`config.mk`:
```
export PLATFORM = sky130hd
export DESIGN_NAME = phpr_div
export DESIGN_NICKNAME = d
export VERILOG_FILES = /design/src/rtl/core/phpr_div.sv
export SDC_FILE = /design/constraint.sdc
export NUM_CORES = 2
export LEC_CHECK = 0
export BUFFER_PORTS_ARGS = -buffer_cell sky130_fd_sc_hd__buf_2
export CAP_MARGIN = 0
export CORE_MARGIN = 5
export CORE_UTILIZATION = 45
export CTS_CLUSTER_DIAMETER = 30
export DETAILED_ROUTE_END_ITERATION = 7
export PLACE_DENSITY = 0.57
export SYNTH_ARGS = -nofsm -noshare
export SYNTH_HDL_FRONTEND = slang
export SYNTH_SLANG_ARGS = --single-unit
```
`constraint.sdc`:
```
create_clock -name clk -period 4.9 [get_ports clk]
set_input_delay 0.98 -clock clk [delete_from_list [all_inputs] [get_ports clk]]
set_output_delay 0.98 -clock clk [all_outputs]
set_load 0.05 [all_outputs]
```
`src/rtl/core/phpr_div.sv`:
```
// pipelined restoring divider, one quotient bit per stage
module phpr_div #(
	parameter int NW = 61,
	parameter int DW = 34,
	parameter int QW = 24
) (
	input  logic          clk,
	input  logic          en,
	input  logic [NW-1:0] num,
	input  logic [DW-1:0] den,
	output logic [QW-1:0] quo
);

	localparam int CW  = (NW > DW + QW) ? NW : DW + QW;
	localparam int CW1 = CW + 1;

	logic [NW-1:0] rem_s [QW];
	logic [QW-1:0] quo_s [QW];
	logic [DW-1:0] den_s [QW];

	for (genvar j = 0; j < QW; j++) begin : g_stage
		logic [NW-1:0] rem_in;
		logic [DW-1:0] den_in;
		logic [QW-1:0] quo_in;
		logic [CW:0]   shd;
		logic [CW:0]   diff;

		if (j == 0) begin : g_first
			assign rem_in = num;
			assign den_in = den;
			assign quo_in = '0;
		end else begin : g_next
			assign rem_in = rem_s[j-1];
			assign den_in = den_s[j-1];
			assign quo_in = quo_s[j-1];
		end

		// trial subtract of the divisor aligned to this quotient bit
		assign shd  = CW1'(den_in) << (QW - 1 - j);
		assign diff = CW1'(rem_in) - shd;

		always_ff @(posedge clk) begin
			if (en) begin
				rem_s[j] <= diff[CW] ? rem_in : diff[NW-1:0];
				quo_s[j] <= {quo_in[QW-2:0], ~diff[CW]};
				den_s[j] <= den_in;
			end
		end
	end

	assign quo = quo_s[QW-1];

endmodule

```
* After elaboration in Yosys (flattened, before gate mapping)
Memory sizes are Yosys's and may differ from the RTL's. Cells that the tools add are included. W data, S select, Z words.
Cells by class: $add $sub $neg 24, $mul 0, divide/modulo/power cells 0, order comparisons 0, eq/ne operators 0, shift operators 0, muxes and demuxes 26, bitwise gates (word level) 24, reduce and logical (&&, ||, !) cells 0
Operators with widths (count):
- $mux W61 | 24
- $sub A61 B34 Y62 | 1
- $sub A61 B35 Y62 | 1
- $sub A61 B36 Y62 | 1
- $sub A61 B37 Y62 | 1
- $sub A61 B38 Y62 | 1
- $sub A61 B39 Y62 | 1
- $sub A61 B40 Y62 | 1
- $sub A61 B41 Y62 | 1
- $sub A61 B42 Y62 | 1
- $sub A61 B43 Y62 | 1
- $sub A61 B44 Y62 | 1
- $sub A61 B45 Y62 | 1
- $sub A61 B46 Y62 | 1
- $sub A61 B47 Y62 | 1
- $sub A61 B48 Y62 | 1
- $sub A61 B49 Y62 | 1
- $sub A61 B50 Y62 | 1
- $sub A61 B51 Y62 | 1
- $sub A61 B52 Y62 | 1
- $sub A61 B53 Y62 | 1
- $sub A61 B54 Y62 | 1
- $sub A61 B55 Y62 | 1
- $sub A61 B56 Y62 | 1
- other kinds (3) | 27
Storage, ports and cells: bits in registers 0, bits in latches 0, bits in writable memories 2856, ROM bits 0, input port bits 97, output and inout bits 24, word-level logic and storage cells 77, memories 3
Memory list:
- rem_s | words 24, bits a word 61, rd ports 23, clocked after Yosys merged registers in 0, write ports 24, line 17 | logic [NW-1:0] rem_s [QW];
- den_s | words 24, bits a word 34, rd ports 23, clocked after Yosys merged registers in 0, write ports 24, line 19 | logic [DW-1:0] den_s [QW];
- quo_s | words 24, bits a word 24, rd ports 24, clocked after Yosys merged registers in 0, write ports 24, line 18 | logic [QW-1:0] quo_s [QW];

* Depth between registers and ports, before layout
An unclocked memory read counts as a cell.
depth in word-level cells 3, gate-level depth with buffers 17, depth with buffers taken out 16

* Worst setup path after synthesis
OpenSTA, ideal clock, no wires.
kind input-to-reg, from input port num[23], to memory rem_s[0][41], data pin, library setup time 260 ps, arrival 3870 ps, required time 4640 ps, setup slack 770 ps, cell stages on the path 16, buffers on the path 1, path through inv_1 > ha_1 > inv_1 > fa_1 > a21o_1 > a21o_1 > a211oi_1 > o21ai_0 > a21oi_1 > o21bai_1 > a21o_1 > a41o_1 > nor2b_1 > buf_2 > inv_1 > mux2_2
RTL lines:
- start, declared | line 9 | input logic [NW-1:0] num,
- end, declared | line 17

==> results.md <==
* DRC Markers at 0
* Cell depth of the worst hold path at 1
* Avg Cell Area, Syn at 11.2 um^2
* Hpwl dp at 241 mm
* #FFs+latches synth at 2,485
* Syn Inst Count at 12,041
* Async SR Flop Fraction at 0
* Cell count after placement at 16,020
* WL met1 at between 100 and 150 mm
* First-pass GRT wire length at 503 mm
* Power density over the cells at 659 mW/mm^2
* FF-to-FF setup slack at 0.26 ns
* Top cells by count, synth: 2,485 x edfxtp_1, 1,101 x nand2_1, 1,028 x inv_1
* Layout cell share with drive strength beyond 1 at 0.112
* Aggregate routed wire length at 317 mm
* Post-synth EDFFs at roughly 2,500
* Synth area leader: edfxtp_1
* Met3 Wirelength at 10.5 mm
* Outcome: complete, no violations
* Fin crit share at 0.948
* Maximum vdd ir drop at 0.359 mV
* Met2 WL at 180 mm
* Clock Tree Root: clkbuf_16
* Syn_nets at 12,976
* I/O pins at 121
* Crit path arrival time at 5.34 ns
* Clock latency on the worst-skew pair at 0.98 ns
* CTS H-Tree Depth at 6
* Vias at 93,152
* Die Ht at around 560 um
* Nets at 13,624
* Top sig layer: met4
* Largest net degree at the start of global routing at 126
* Post-CTS Hold Fix Bufs at 0
* Final Skew at roughly 0.056 ns
* RR Startpoint: rem_s[1][194]
* DRT iter0 DRCs at 4,668
* CORE AREA at ~0.30 mm^2
* Initial cell density of the core at 0.452
* Wire length per cell at between 15 and 20 um
* Crit. End Element: register
* Overflow after GRT at 0
* Post-synth top area share at 0.555
* Final antenna-violating net count at 0
* Critical path class: reg2reg
* Vias per cell at about 5.4
* Hold path startpoint: num[6]
* Non-filler cells, final at 17,154
* Total Power at roughly 0.11 W
* CP Launch Type: register
* Most frequent cell after synthesis: edfxtp_1
* Worst path required time at about 5.6 ns
* Initial antenna violation count at 6
* P_leak at roughly 64 nW
* Layout area overhead at 20.3%
* Die ar. at roughly 0.31 mm^2
* CP peak stage delay at 0.67 ns
* Slew Viols, Final at 0
* TritonCTS Buffers at 606
* RSZ-0062 raised after global routing: no
* Worst Hold Class: in2reg
* Setup violators final at 0
* Setup bufs post-CTS at 0
* Die X at 556 um
* MaxCap Viol Count at 0
* Vias in the first global route at 99,185
* Hold Path End: rem_s[0][6]
* Crit-path cells: inv_1, ha_1, inv_1, fa_1, a21o_1, a311oi_1, o21a_1, a21oi_1, o21ai_0, o31ai_1, a21o_1, or3b_2, buf_12, mux2_2
* CP max FO at between 50 and 60
* CTS tree: built
* Yosys warns at 0
* Worst path slowest cell: or3b_2
* Post-synthesis cell type count at 115
* Worst reg2reg path depth at 14
* Site row count at 200
* Least-Margin Pin Slew at 1.09 ns
* Fmax achieved at 215 MHz
* Final Hold Fails at 0
* Primary FF master, synth: edfxtp_1
* Placer congestion estimate at 0.981
* Mapped Area at 0.134 mm^2
* 1st-pass router iterations at 6
* GRT Util Overall at 0.201
* Clock Path Buffers at 4
* IO buf count at 120
* R2R Path End: rem_s[1][265]
* Sequential area share after synthesis at 0.555
* Worst-path clk slew at 0.05 ns
* Min Clock Period, post-route at 4.64 ns
* Dominant cells by area after synthesis: edfxtp_1 56%, ha_1 7.6%, a21oi_1 3.7%, xnor2_1 3.5%, o21ai_0 3.3%
* Slew HR at 0.267
* Clock sinks at 2,485
-- critical path: cells and delay by family, from the launching register on --
| family | cells | cell delay [ns] |
|---|---|---|
| AOI/OAI and AO/OA | 7 | 1.98 |
| muxes | 1 | 0.31 |
| DFF | 1 | 0.38 |
| buffers and inverters | 3 | 0.38 |
| adders and majority gates | 2 | 0.56 |
| and+or+nand+nor | 1 | 0.67 |
-- power by group --
group / total, W / internal [W] / switching (W)
sequential: 0.0330 / 0.0301 / 0.00282
combinational: 0.0349 / 0.0144 / 0.0205
clock: 0.0386 / 0.0263 / 0.0123
-- through the flow --
stage          area [um^2]  hold WS [ns]  utilization  TNS (ns)  setup WS (ns)
2_1_floorplan       134000         0.400            -         0          0.770
3_5_place_dp        141000         0.405        0.476         0         0.0390
5_1_grt             162000        0.0624        0.544         0         0.0548
3_3_place_gp        141000         0.400        0.476    -0.148        -0.0629
4_1_cts             162000        0.0422        0.544         0         0.0911
6_report            162000         0.168        0.544         0          0.255
-- sequential cells by signal, summed over array words and instances (netlist names) --
name and count:
rem_s 1403, den_s 782, quo_s 300
-- layout make-up --
cell class / instances / area, um^2
antenna: 34 / 85.1
sequential: 2485 / 74600
timing repair buffer: 383 / 3190
tap: 3939 / 4930
inverter: 1032 / 3870
fill: 24951 / 135000
clock inverter: 389 / 4570
multi-input combinational: 8181 / 54700
clock buffer: 711 / 15700
-- how the worst max path moves through the flow --
stage / cells after the start / end / slack, ns / startpoint
3_5_place_dp: 18 / rem_s[0][24] / 0.04 / num[23]
5_1_grt: 16 / rem_s[2][121] / 0.05 / rem_s[2][6]
2_1_floorplan: 16 / rem_s[0][41] / 0.77 / num[23]
3_3_place_gp: 18 / rem_s[0][24] / -0.06 / num[23]
6_report: 14 / rem_s[1][265] / 0.26 / rem_s[1][194]
4_1_cts: 15 / rem_s[2][51] / 0.09 / rem_s[1][434]
-- cell families after synthesis --
| group | synth area share |
|---|---|
| compound gates | 0.141 |
| xor+xnor | 0.0656 |
| fa+ha+maj | 0.0793 |
| buf+inv | 0.0390 |
| flops | 0.555 |
| mux | 0.00743 |
| simple gates | 0.112 |
-- routing by layer --
layer / up-vias / GRT usage
met3: 1184 / 0.0296
met4: 0 / 0.144
li1: 45575 / -
met2: 2380 / 0.410
met1: 44013 / 0.173
met5: - / 0
-- what timing repair did --
| item | in CTS | in global routing |
|---|---|---|
| setup endpoints to repair | 0 | 7 |
| resized for setup | 0 | 2 |
| hold endpoints to repair | 0 | 0 |
-- placed cells by master (no fill, tap or decap), drive strengths merged, types with 40 or more instances in the layout --
| cell | count |
|---|---|
| or3 | 83 |
| nor2b | 123 |
| a31oi | 82 |
| nand4 | 147 |
| buf | 383 |
| a211oi | 50 |
| and3 | 69 |
| clkbuf | 711 |
| o31ai | 70 |
| o21ai | 902 |
| bufinv | 66 |
| xnor2 | 543 |
| inv | 1054 |
| nand2b | 144 |
| mux2 | 78 |
| nor4 | 108 |
| xor2 | 463 |
| o211ai | 40 |
| and2 | 48 |
| o21a | 114 |
| clkinv | 267 |
| nor3 | 215 |
| nor2 | 718 |
| a21o | 422 |
| o21bai | 92 |
| nand3 | 208 |
| nand2 | 1101 |
| edfxtp | 2485 |
| a21oi | 989 |
| ha | 815 |
Power figures use the tool's default switching activity.
